==> src/design/dt2fp_pkg.sv <==
`default_nettype none

package dt2fp_pkg;

	// Fixed widths of the accumulators carried between the parts
	localparam int FRAC_ACC_W = 30;   // holds up to nine decimal fraction digits
	localparam int INT_ACC_W  = 31;   // widest integer part the block supports

	localparam logic [7:0] CH_MINUS = 8'h2D;
	localparam logic [7:0] CH_COMMA = 8'h2C;
	localparam logic [7:0] CH_POINT = 8'h2E;
	localparam logic [7:0] CH_ZERO  = 8'h30;
	localparam logic [7:0] CH_NINE  = 8'h39;

	localparam logic [3:0] MAX_FRAC_RESET = 4'd5;
	localparam logic [3:0] FRAC_CAP       = 4'd9;
	localparam logic [1:0] LAST_COMP      = 2'd2;

	typedef enum logic [2:0] {
		PH_IDLE  = 3'd0,
		PH_LEAD  = 3'd1,
		PH_MINUS = 3'd2,
		PH_INT   = 3'd3,
		PH_POINT = 3'd4,
		PH_FRAC  = 3'd5
	} phase_t;

	typedef enum logic [1:0] {
		ST_OK     = 2'd0,
		ST_FORMAT = 2'd1,
		ST_DIGITS = 2'd2
	} status_t;

	// One finished number (or an error) handed from the parser to the converter
	typedef struct packed {
		status_t                 status;
		logic [1:0]              comp;
		logic                    neg;
		logic                    consumed;
		logic [INT_ACC_W-1:0]    int_acc;
		logic [FRAC_ACC_W-1:0]   frac_acc;
		logic [3:0]              frac_cnt;
	} token_t;

	// Fields that ride along the converter pipeline
	typedef struct packed {
		status_t                 status;
		logic [1:0]              comp;
		logic                    neg;
		logic                    consumed;
		logic [INT_ACC_W-1:0]    int_acc;
	} meta_t;

	function automatic logic [FRAC_ACC_W-1:0] pow10(input logic [3:0] k);
		logic [FRAC_ACC_W-1:0] r;
		case (k)
			4'd0: r = 30'd1;
			4'd1: r = 30'd10;
			4'd2: r = 30'd100;
			4'd3: r = 30'd1000;
			4'd4: r = 30'd10000;
			4'd5: r = 30'd100000;
			4'd6: r = 30'd1000000;
			4'd7: r = 30'd10000000;
			4'd8: r = 30'd100000000;
			4'd9: r = 30'd1000000000;
			default: r = 30'd1;
		endcase
		return r;
	endfunction

endpackage

`default_nettype wire

==> src/design/dt2fp_in_if.sv <==
`default_nettype none

interface dt2fp_in_if;
	logic       valid;
	logic       ready;
	logic [7:0] ch;
	logic       start_req;

	modport source (output valid, output ch, output start_req, input ready);
	modport sink   (input valid, input ch, input start_req, output ready);
endinterface

`default_nettype wire

==> src/design/dt2fp_out_if.sv <==
`default_nettype none

interface dt2fp_out_if;
	logic               valid;
	logic               ready;
	logic signed [31:0] x_value;
	logic signed [31:0] y_value;
	logic signed [31:0] z_value;
	logic [1:0]         status;
	logic               byte_consumed;

	modport source (output valid, output x_value, output y_value, output z_value,
		output status, output byte_consumed, input ready);
	modport sink   (input valid, input x_value, input y_value, input z_value,
		input status, input byte_consumed, output ready);
endinterface

`default_nettype wire

==> src/design/dt2fp_front.sv <==
`default_nettype none

module dt2fp_front
	import dt2fp_pkg::*;
#(
	parameter int INT_BITS = 15
) (
	input  wire logic   clk,
	input  wire logic   arst_n,
	dt2fp_in_if.sink    text,
	input  wire logic   cfg_we,
	input  wire logic [3:0] cfg_wdata,
	input  wire logic   q_full,
	output logic        push,
	output token_t      tok
);

	localparam logic [INT_BITS+3:0] INT_MAX = {4'b0, {INT_BITS{1'b1}}};

	phase_t                 phase_q, phase_d;
	logic [1:0]             comp_q, comp_d;
	logic                   neg_q, neg_d;
	logic [INT_ACC_W-1:0]   int_q, int_d;
	logic [FRAC_ACC_W-1:0]  frac_q, frac_d;
	logic [3:0]             cnt_q, cnt_d;
	logic [3:0]             max_frac_q;

	logic                   acc, start;
	logic                   is_digit, is_minus, is_point, is_comma;
	logic [3:0]             dgt, lim;
	phase_t                 cur_ph;
	logic [1:0]             cur_comp;
	logic                   cur_neg;
	logic [INT_ACC_W-1:0]   cur_int;
	logic [FRAC_ACC_W-1:0]  cur_frac;
	logic [3:0]             cur_cnt;
	logic [INT_BITS+3:0]    int_x10, int_sat;
	logic [FRAC_ACC_W+3:0]  frac_x10;
	logic                   ends_fail, frac_over;
	phase_t                 end_next;

	assign text.ready = !q_full;
	assign acc        = text.valid && text.ready;
	assign start      = text.start_req;

	assign is_digit = text.ch inside {[CH_ZERO:CH_NINE]};
	assign is_minus = (text.ch == CH_MINUS);
	assign is_point = (text.ch == CH_POINT);
	assign is_comma = (text.ch == CH_COMMA);
	assign dgt      = is_digit ? text.ch[3:0] : 4'd0;
	assign lim      = (max_frac_q > FRAC_CAP) ? FRAC_CAP : max_frac_q;

	// a start byte wipes any half-parsed triple before it is looked at
	assign cur_ph   = start ? PH_LEAD : phase_q;
	assign cur_comp = start ? 2'd0 : comp_q;
	assign cur_neg  = start ? 1'b0 : neg_q;
	assign cur_int  = start ? '0 : int_q;
	assign cur_frac = start ? '0 : frac_q;
	assign cur_cnt  = start ? 4'd0 : cnt_q;

	assign int_x10 = ({4'b0, cur_int[INT_BITS-1:0]} << 3)
		+ ({4'b0, cur_int[INT_BITS-1:0]} << 1) + (INT_BITS+4)'(dgt);
	assign int_sat = (int_x10 > INT_MAX) ? INT_MAX : int_x10;
	assign frac_x10 = ({4'b0, cur_frac} << 3) + ({4'b0, cur_frac} << 1)
		+ (FRAC_ACC_W+4)'(dgt);

	assign frac_over = (cur_cnt >= lim);
	assign ends_fail = !is_comma && (cur_comp != LAST_COMP);
	assign end_next  = (is_comma && cur_comp != LAST_COMP) ? PH_LEAD : PH_IDLE;

	// next state
	always_comb begin
		phase_d = phase_q;
		if (acc) begin
			case (cur_ph)
				PH_LEAD: begin
					if (is_minus)
						phase_d = PH_MINUS;
					else if (is_digit)
						phase_d = PH_INT;
					else
						phase_d = PH_IDLE;
				end
				PH_MINUS: phase_d = is_digit ? PH_INT : PH_IDLE;
				PH_INT: begin
					if (is_digit)
						phase_d = PH_INT;
					else if (is_point)
						phase_d = PH_POINT;
					else
						phase_d = end_next;
				end
				PH_POINT, PH_FRAC: begin
					if (is_digit)
						phase_d = frac_over ? PH_IDLE : PH_FRAC;
					else if (cur_ph == PH_POINT)
						phase_d = PH_IDLE;
					else
						phase_d = end_next;
				end
				default: phase_d = PH_IDLE;
			endcase
		end
	end

	// accumulators and token push
	always_comb begin
		push         = 1'b0;
		tok.status   = ST_OK;
		tok.comp     = cur_comp;
		tok.neg      = cur_neg;
		tok.consumed = is_comma;
		tok.int_acc  = cur_int;
		tok.frac_acc = cur_frac;
		tok.frac_cnt = cur_cnt;
		comp_d = comp_q;
		neg_d  = neg_q;
		int_d  = int_q;
		frac_d = frac_q;
		cnt_d  = cnt_q;
		if (acc) begin
			comp_d = cur_comp;
			neg_d  = cur_neg;
			int_d  = cur_int;
			frac_d = cur_frac;
			cnt_d  = cur_cnt;
			case (cur_ph)
				PH_LEAD, PH_MINUS: begin
					if (cur_ph == PH_LEAD && is_minus) begin
						neg_d = 1'b1;
					end else if (is_digit) begin
						int_d = INT_ACC_W'(dgt);
					end else begin
						push       = 1'b1;
						tok.status = ST_FORMAT;
					end
				end
				PH_INT, PH_POINT, PH_FRAC: begin
					if (is_digit && cur_ph == PH_INT) begin
						int_d = INT_ACC_W'(int_sat);
					end else if (is_digit) begin
						if (frac_over) begin
							push       = 1'b1;
							tok.status = ST_DIGITS;
						end else begin
							frac_d = frac_x10[FRAC_ACC_W-1:0];
							cnt_d  = cur_cnt + 4'd1;
						end
					end else if (is_point && cur_ph == PH_INT) begin
						// nothing to store, the phase moves on
					end else if (cur_ph == PH_POINT || ends_fail) begin
						push       = 1'b1;
						tok.status = ST_FORMAT;
					end else begin
						push = 1'b1;
						if (cur_comp != LAST_COMP) begin
							comp_d = cur_comp + 2'd1;
							neg_d  = 1'b0;
							int_d  = '0;
							frac_d = '0;
							cnt_d  = 4'd0;
						end
					end
				end
				default: ;
			endcase
		end
	end

	always_ff @(posedge clk or negedge arst_n) begin
		if (!arst_n) begin
			phase_q    <= PH_IDLE;
			comp_q     <= 2'd0;
			neg_q      <= 1'b0;
			int_q      <= '0;
			frac_q     <= '0;
			cnt_q      <= 4'd0;
			max_frac_q <= MAX_FRAC_RESET;
		end else begin
			phase_q <= phase_d;
			comp_q  <= comp_d;
			neg_q   <= neg_d;
			int_q   <= int_d;
			frac_q  <= frac_d;
			cnt_q   <= cnt_d;
			if (cfg_we)
				max_frac_q <= cfg_wdata;
		end
	end

	a_ok_token_sane: assert property (@(posedge clk) disable iff (!arst_n)
		(push && tok.status == ST_OK) |-> (tok.frac_cnt <= FRAC_CAP && tok.comp <= LAST_COMP))
		else $error("good token with bad digit count or component");

endmodule

`default_nettype wire

==> src/design/dt2fp_queue.sv <==
`default_nettype none

module dt2fp_queue
	import dt2fp_pkg::*;
#(
	parameter int DEPTH = 4
) (
	input  wire logic clk,
	input  wire logic arst_n,
	input  wire logic push,
	input  token_t    push_tok,
	output logic      full,
	input  wire logic pop,
	output logic      avail,
	output token_t    head
);

	localparam int PW = (DEPTH > 1) ? $clog2(DEPTH) : 1;
	localparam int CW = $clog2(DEPTH + 1);

	token_t         mem_q [DEPTH];
	logic [PW-1:0]  wr_ptr_q, rd_ptr_q;
	logic [CW-1:0]  count_q;

	assign full  = (count_q == CW'(DEPTH));
	assign avail = (count_q != '0);
	assign head  = mem_q[rd_ptr_q];

	function automatic logic [PW-1:0] bump(input logic [PW-1:0] p);
		return (p == PW'(DEPTH - 1)) ? '0 : p + PW'(1);
	endfunction

	always_ff @(posedge clk) begin
		if (push)
			mem_q[wr_ptr_q] <= push_tok;
	end

	always_ff @(posedge clk or negedge arst_n) begin
		if (!arst_n) begin
			wr_ptr_q <= '0;
			rd_ptr_q <= '0;
			count_q  <= '0;
		end else begin
			if (push)
				wr_ptr_q <= bump(wr_ptr_q);
			if (pop)
				rd_ptr_q <= bump(rd_ptr_q);
			if (push && !pop)
				count_q <= count_q + CW'(1);
			else if (pop && !push)
				count_q <= count_q - CW'(1);
		end
	end

	a_no_overflow: assert property (@(posedge clk) disable iff (!arst_n)
		full |-> !push)
		else $error("push into full queue");

	a_no_underflow: assert property (@(posedge clk) disable iff (!arst_n)
		!avail |-> !pop)
		else $error("pop from empty queue");

endmodule

`default_nettype wire

==> src/design/dt2fp_back.sv <==
`default_nettype none

module dt2fp_back
	import dt2fp_pkg::*;
#(
	parameter int FRAC_BITS = 16,
	parameter int INT_BITS  = 15
) (
	input  wire logic  clk,
	input  wire logic  arst_n,
	input  wire logic  avail,
	input  token_t     head,
	output logic       pop,
	dt2fp_out_if.source result
);

	localparam int NW     = FRAC_ACC_W + FRAC_BITS + 1;
	localparam int QW     = FRAC_BITS + 1;
	localparam int MW     = INT_BITS + FRAC_BITS + 1;
	localparam int STAGES = FRAC_BITS + 1;
	localparam int LAST   = STAGES + 2;
	localparam logic [MW-1:0] LIMIT = (INT_BITS + FRAC_BITS >= 31) ?
		MW'(64'h7FFF_FFFF) : MW'((64'd1 << (INT_BITS + FRAC_BITS)) - 64'd1);

	logic                   adv;
	logic                   vld_s  [0:LAST];
	meta_t                  meta_s [0:LAST];
	logic [NW-1:0]          rem_s  [0:STAGES];
	logic [FRAC_ACC_W-1:0]  dvs_s  [0:STAGES];
	logic [QW-1:0]          q_s    [0:STAGES];
	logic [MW-1:0]          mag_s;
	logic [31:0]            val_s;
	logic [MW-1:0]          mag_sat;
	logic [31:0]            mag_32;
	logic [FRAC_ACC_W-1:0]  dvs_in;
	logic                   emit;

	logic                   out_valid_q;
	logic [31:0]            x_q, y_q, z_q;
	status_t                status_q;
	logic                   consumed_q;
	logic [31:0]            saved_x_q, saved_y_q;

	// whole pipeline moves together; it only holds while a result waits
	assign adv    = !out_valid_q || result.ready;
	assign pop    = adv && avail;
	assign dvs_in = pow10(head.frac_cnt);

	always_ff @(posedge clk or negedge arst_n) begin
		if (!arst_n) begin
			vld_s[0] <= 1'b0;
		end else if (adv) begin
			vld_s[0] <= pop;
		end
	end

	always_ff @(posedge clk) begin
		if (adv) begin
			meta_s[0] <= '{status: head.status, comp: head.comp, neg: head.neg,
				consumed: head.consumed, int_acc: head.int_acc};
			rem_s[0]  <= (NW'(head.frac_acc) << FRAC_BITS) + NW'(dvs_in >> 1);
			dvs_s[0]  <= dvs_in;
			q_s[0]    <= '0;
		end
	end

	// restoring division, one quotient bit per stage, top bit first
	for (genvar j = 0; j < STAGES; j++) begin : g_div
		localparam int SH = FRAC_BITS - j;
		logic [NW-1:0] dsh;
		logic          take;
		assign dsh  = NW'(dvs_s[j]) << SH;
		assign take = (rem_s[j] >= dsh);
		always_ff @(posedge clk) begin
			if (adv) begin
				rem_s[j+1] <= take ? rem_s[j] - dsh : rem_s[j];
				dvs_s[j+1] <= dvs_s[j];
				q_s[j+1]   <= q_s[j] | (QW'(take) << SH);
			end
		end
	end

	for (genvar j = 0; j < LAST; j++) begin : g_ride
		always_ff @(posedge clk or negedge arst_n) begin
			if (!arst_n) begin
				vld_s[j+1] <= 1'b0;
			end else if (adv) begin
				vld_s[j+1] <= vld_s[j];
			end
		end
		always_ff @(posedge clk) begin
			if (adv)
				meta_s[j+1] <= meta_s[j];
		end
	end

	assign mag_sat = (mag_s > LIMIT) ? LIMIT : mag_s;
	assign mag_32  = 32'(mag_sat);

	always_ff @(posedge clk) begin
		if (adv) begin
			mag_s <= MW'({meta_s[STAGES].int_acc[INT_BITS-1:0], {FRAC_BITS{1'b0}}})
				+ MW'(q_s[STAGES]);
			val_s <= meta_s[STAGES+1].neg ? 32'd0 - mag_32 : mag_32;
		end
	end

	assign emit = vld_s[LAST] &&
		(meta_s[LAST].status != ST_OK || meta_s[LAST].comp == LAST_COMP);

	always_ff @(posedge clk or negedge arst_n) begin
		if (!arst_n) begin
			out_valid_q <= 1'b0;
			saved_x_q   <= '0;
			saved_y_q   <= '0;
		end else if (adv) begin
			out_valid_q <= emit;
			if (vld_s[LAST] && meta_s[LAST].status == ST_OK) begin
				if (meta_s[LAST].comp == 2'd0)
					saved_x_q <= val_s;
				else if (meta_s[LAST].comp == 2'd1)
					saved_y_q <= val_s;
			end
		end
	end

	always_ff @(posedge clk) begin
		if (adv && emit) begin
			status_q <= meta_s[LAST].status;
			if (meta_s[LAST].status == ST_OK) begin
				x_q        <= saved_x_q;
				y_q        <= saved_y_q;
				z_q        <= val_s;
				consumed_q <= meta_s[LAST].consumed;
			end else begin
				x_q        <= '0;
				y_q        <= '0;
				z_q        <= '0;
				consumed_q <= 1'b0;
			end
		end
	end

	assign result.valid         = out_valid_q;
	assign result.x_value       = x_q;
	assign result.y_value       = y_q;
	assign result.z_value       = z_q;
	assign result.status        = status_q;
	assign result.byte_consumed = consumed_q;

	a_error_zeroed: assert property (@(posedge clk) disable iff (!arst_n)
		(out_valid_q && status_q != ST_OK)
			|-> (x_q == '0 && y_q == '0 && z_q == '0 && !consumed_q))
		else $error("error result carries data");

endmodule

`default_nettype wire

==> src/design/decimal_triple_to_fixed_point_top.sv <==
// Channel    Role  Handshake       Payload
// text       in    valid / ready   ch[7:0], start_req
// result     out   valid / ready   x_value, y_value, z_value [31:0] s, status[1:0],
//                                  byte_consumed
// cfg        in    cfg_we          cfg_wdata[3:0] = max_fraction_digits
//
// One byte per cycle in, sustained; text.ready drops only when the token
// queue fills behind a stalled result.
// A result passes from the byte that ends it through the token queue, entry
// stage, FRAC_BITS + 1 divider stages, add, saturate and sign, output register.
// Reset (arst_n low) clears the parser, queue and pipeline valids and sets
// max_fraction_digits to 5.
// A waiting result freezes the conversion pipeline; the parser keeps going
// until the queue is full.
`default_nettype none

module decimal_triple_to_fixed_point_top
	import dt2fp_pkg::*;
#(
	parameter int FRAC_BITS = 16,
	parameter int INT_BITS  = 15
) (
	input  wire logic       clk,
	input  wire logic       arst_n,
	dt2fp_in_if.sink        text,
	dt2fp_out_if.source     result,
	input  wire logic       cfg_we,
	input  wire logic [3:0] cfg_wdata
);

	// Front: byte parser. Accepted digits update the digit
	// accumulators; a number that ends (or an error) becomes one token.
	logic   push, q_full, q_avail, pop;
	token_t push_tok, head_tok;

	dt2fp_front #(
		.INT_BITS (INT_BITS)
	) u_front (
		.clk       (clk),
		.arst_n    (arst_n),
		.text      (text),
		.cfg_we    (cfg_we),
		.cfg_wdata (cfg_wdata),
		.q_full    (q_full),
		.push      (push),
		.tok       (push_tok)
	);

	// Short queue decouples parser from converter so either side may stall
	dt2fp_queue #(
		.DEPTH (4)
	) u_queue (
		.clk      (clk),
		.arst_n   (arst_n),
		.push     (push),
		.push_tok (push_tok),
		.full     (q_full),
		.pop      (pop),
		.avail    (q_avail),
		.head     (head_tok)
	);

	// Back: scales the decimal fraction to binary by a pipelined divide by
	// 10^digits (rounded), adds the integer part, saturates, applies sign,
	// and gathers x and y until z completes the triple; an error gives zeroed values.
	dt2fp_back #(
		.FRAC_BITS (FRAC_BITS),
		.INT_BITS  (INT_BITS)
	) u_back (
		.clk    (clk),
		.arst_n (arst_n),
		.avail  (q_avail),
		.head   (head_tok),
		.pop    (pop),
		.result (result)
	);

endmodule

`default_nettype wire
==> src/flat_wrapper.sv <==
// flat-port wrapper written by rule: the top's interface ports become plain ports
module decimal_triple_to_fixed_point_top_flat import dt2fp_pkg::*;
#(
	parameter int FRAC_BITS = 16,
	parameter int INT_BITS  = 15
)
  (clk, arst_n, cfg_we, cfg_wdata, text_valid, text_ch, text_start_req, text_ready, result_valid, result_x_value, result_y_value, result_z_value, result_status, result_byte_consumed, result_ready);
  dt2fp_in_if text_i ();
  dt2fp_out_if result_i ();
  input  wire logic clk;
  input  wire logic arst_n;
  input  wire logic cfg_we;
  input  wire logic [3:0] cfg_wdata;
  input wire logic [$bits(text_i.valid)-1:0] text_valid;
  input wire logic [$bits(text_i.ch)-1:0] text_ch;
  input wire logic [$bits(text_i.start_req)-1:0] text_start_req;
  output wire logic [$bits(text_i.ready)-1:0] text_ready;
  output wire logic [$bits(result_i.valid)-1:0] result_valid;
  output wire logic [$bits(result_i.x_value)-1:0] result_x_value;
  output wire logic [$bits(result_i.y_value)-1:0] result_y_value;
  output wire logic [$bits(result_i.z_value)-1:0] result_z_value;
  output wire logic [$bits(result_i.status)-1:0] result_status;
  output wire logic [$bits(result_i.byte_consumed)-1:0] result_byte_consumed;
  input wire logic [$bits(result_i.ready)-1:0] result_ready;
  assign text_i.valid = text_valid;
  assign text_i.ch = text_ch;
  assign text_i.start_req = text_start_req;
  assign text_ready = text_i.ready;
  assign result_valid = result_i.valid;
  assign result_x_value = result_i.x_value;
  assign result_y_value = result_i.y_value;
  assign result_z_value = result_i.z_value;
  assign result_status = result_i.status;
  assign result_byte_consumed = result_i.byte_consumed;
  assign result_i.ready = result_ready;
  decimal_triple_to_fixed_point_top #(.FRAC_BITS(FRAC_BITS), .INT_BITS(INT_BITS)) u_core (.clk(clk), .arst_n(arst_n), .text(text_i), .result(result_i), .cfg_we(cfg_we), .cfg_wdata(cfg_wdata));
endmodule
==> config.mk <==
export PLATFORM = sky130hd
export DESIGN_NAME = decimal_triple_to_fixed_point_top_flat
export DESIGN_NICKNAME = d
export VERILOG_FILES = /design/src/design/dt2fp_pkg.sv /design/src/design/dt2fp_in_if.sv /design/src/design/dt2fp_out_if.sv /design/src/design/dt2fp_front.sv /design/src/design/dt2fp_queue.sv /design/src/design/dt2fp_back.sv /design/src/design/decimal_triple_to_fixed_point_top.sv /design/src/flat_wrapper.sv
export SDC_FILE = /design/constraint.sdc
export NUM_CORES = 2
export LEC_CHECK = 0
export BUFFER_PORTS_ARGS = -buffer_cell sky130_fd_sc_hd__buf_2
export CELL_PAD_IN_SITES_DETAIL_PLACEMENT = 1
export CELL_PAD_IN_SITES_GLOBAL_PLACEMENT = 2
export CORE_MARGIN = 4
export CORE_UTILIZATION = 45
export CTS_CLUSTER_DIAMETER = 200
export DETAILED_ROUTE_END_ITERATION = 16
export PLACE_DENSITY = 0.89
export SYNTH_ARGS = -nofsm -noshare
export SYNTH_HDL_FRONTEND = slang
export SYNTH_SLANG_ARGS = --single-unit
==> constraint.sdc <==
create_clock -name clk -period 62.4 [get_ports clk]
set_clock_uncertainty 0.15 [all_clocks]
set_input_delay 6.24 -clock clk [delete_from_list [all_inputs] [get_ports clk]]
set_output_delay 6.24 -clock clk [all_outputs]
set_load 0.02 [all_outputs]
==> flow_metrics.tcl <==
set metrics [dict create \
    initial_utilization 0.454 \
    detailed_place_hpwl_um 189000 \
    wl_per_cell_um 21.7 \
    fp.coreArea_um2 236000 \
    fin_setup_tns_ns 0 \
    yosys_warnings 0 \
    area_growth_pct 11.1 \
    finalHoldViolCount 0 \
    grt_max_degree 192 \
    drtAntennaViolNets 0 \
    arrival_ns 11.61 \
    antenna_found_initial 2 \
    avgSynthCellArea_um2 12.2 \
    cts_hold_buf 0 \
    die_w_um 496 \
    yosysTopAreaCellShare 0.550 \
    endpoint_kind "flop" \
    grt_pass1_vias 74228 \
    clk_pin_slew_worst_paths_ns 0.06 \
    start_kind "input pin" \
    synth_area_um2 107000 \
    routed_wl_um 266000 \
    dr_total_vias 69124 \
    yosysSeqAreaShare 0.585 \
    drive_gt1_frac 0.0955 \
    postCtsSetupBuffers 0 \
    hp-class "flop to flop" \
    worstMarginPinSlew_ns 1.10 \
    hold_ws_ns 0.206 \
    synth-seq-cells 2114 \
    clk_path_buf_depth 3 \
    grt_overflow 0 \
    synthFlopType "edfxtp_1" \
    final_cells 12269 \
    max_slew_margin 0.264 \
    critPathKind "input pin to flop" \
    drt_iter0_markers 4117 \
    cp.required_ns 62.66 \
    drv_slew 0 \
    period_share 0.182 \
    cts_root_buf "clkbuf_16" \
    gp_congestion 0.882 \
    drc_errors 0 \
    row_count 178 \
    syn-num-nets 9429 \
    cts_buffers 213 \
    dieArea_um2 246000 \
    layout_common_cells "edfxtp_1, a21oi_1, nand2_1" \
    cts_tree "yes" \
    clk_latency_ns 0.89 \
    synthDistinctLibCells 118 \
    synthArstFlopShare 0.0714 \
    die_h_um 496 \
    dr.pass1.iters 5 \
    yosys.area.top_type "edfxtp_1" \
    netlist_instances 8762 \
    maxCapViolations 0 \
    rsz0062_at_grt "no" \
    fin_crit_ns 11.35 \
    grt_pass1_wl_um 424000 \
    port_buffers 118 \
    netlist_top_cells_area "edfxtp_1, ha_1, dfrtp_1, a21oi_1, xnor2_1" \
    cts_resized 0 \
    synth_edf_count 1963 \
    fin_nets 9597 \
    num_io_pins 119 \
    cts-htree-levels 4 \
    setup_viol 0 \
    dp_cells 11865 \
    status "finished clean" \
    vias_per_cell 5.63 \
    gr-usage-all-layers 0.216 \
    cts.sinks 2114 \
    fmax_ghz 0.0881 \
    critical_path.max_fanout 191 \
    final_common_cell "edfxtp_1" \
]
==> registers in the layout (all words and copies together), names as in the netlist, 32 cells and up <==
name                          flops
u_core.u_back.meta_s            389
u_core.u_back.mag_s              32
u_core.u_back.result.x_value     32
u_core.u_back.q_s               153
u_core.u_back.saved_y_q          32
u_core.u_back.saved_x_q          32
u_core.u_back.result.y_value     32
u_core.u_back.rem_s             655
u_core.u_back.dvs_s             383
u_core.u_back.result.z_value     32
u_core.u_back.val_s              32
u_core.u_queue.mem_q            220
==> cell families (layout without fill, tap and decap cells) <==
family	Yosys count	after routing	synth area share
xor+xnor	606	606	0.0495
other cells	0	1	0
compound gates	2107	2107	0.123
buf+inv	758	1114	0.0275
mux	231	231	0.0305
simple gates	2297	2297	0.107
flops	2114	2114	0.585
fa+ha+maj	649	649	0.0772
==> path summary, 6_finish.rpt <==
kind                                            startpoint                          to  slack, ns  cells after the start
max in group asynchronous                           arst_n  u_core.u_back.saved_x_q[2]      55.04                      3
worst min-delay path              u_core.u_back.q_s[7][11]    u_core.u_back.q_s[8][11]       0.21                      0
worst max register to register  u_core.u_back.result.valid  u_core.u_back.rem_s[5][44]      55.87                      8
min in group asynchronous                           arst_n   u_core.u_front.phase_q[2]       5.19                      1
worst min register to register    u_core.u_back.q_s[7][11]    u_core.u_back.q_s[8][11]       0.21                      0
worst max-delay path                          result_ready  u_core.u_back.rem_s[5][44]      51.05                      9
==> synthesized netlist by cell type, types with 56 or more instances <==
cell type / instances
a21o_1: 289
a21oi_1: 678
a31oi_1: 56
and2_1: 140
clkbuf_1: 161
dfrtp_1: 149
edfxtp_1: 1963
ha_1: 629
inv_1: 535
mux2_2: 151
nand2_1: 638
nand2b_1: 103
nand3_1: 125
nand4_1: 105
nor2_1: 556
nor2b_1: 152
nor3_1: 131
nor4_1: 79
o21a_1: 84
o21ai_0: 519
o21bai_1: 60
xnor2_1: 342
xor2_1: 264
==> layout make-up <==
class                           count  area (um2)
Clock buffer                      245        5530
Multi-Input combinational cell   5890       41600
Fill cell                       24310      117000
Tap cell                         3150        3940
Sequential cell                  2114       62700
Antenna cell                        1        2.50
Inverter                          539        2030
Timing Repair Buffer              172        1050
Clock inverter                    158        2180
==> critical path, stage by stage <==
cell,delay (ns)
buf_2,0.09
nor2b_2,0.05
buf_4,0.23
inv_8,0.56
buf_4,0.81
buf_4,0.87
buf_12,0.60
buf_4,0.83
buf_12,0.77
==> metrics by stage <==
stage	area [um2]	setup WS (ns)	utilization
2_1_floorplan	107000	8.77	-
4_1_cts	119000	51.16	0.504
3_3_place_gp	111000	50.57	0.472
5_1_grt	119000	50.67	0.504
6_report	119000	51.05	0.504
3_5_place_dp	111000	50.27	0.472
==> routing by layer <==
metal  vias up  share of wire  wire length (um)  GRT usage
met4         2          0.036              9620     0.0752
met5         -       0.000049                13          0
li1      32908              -                 -          -
met1     34542           0.42            112000      0.267
met3       471          0.031              8240     0.0249
met2      1201           0.51            136000      0.391
Power is not shown: default switching activity piles up to over one toggle a cycle in this logic, so the estimate is an artifact.
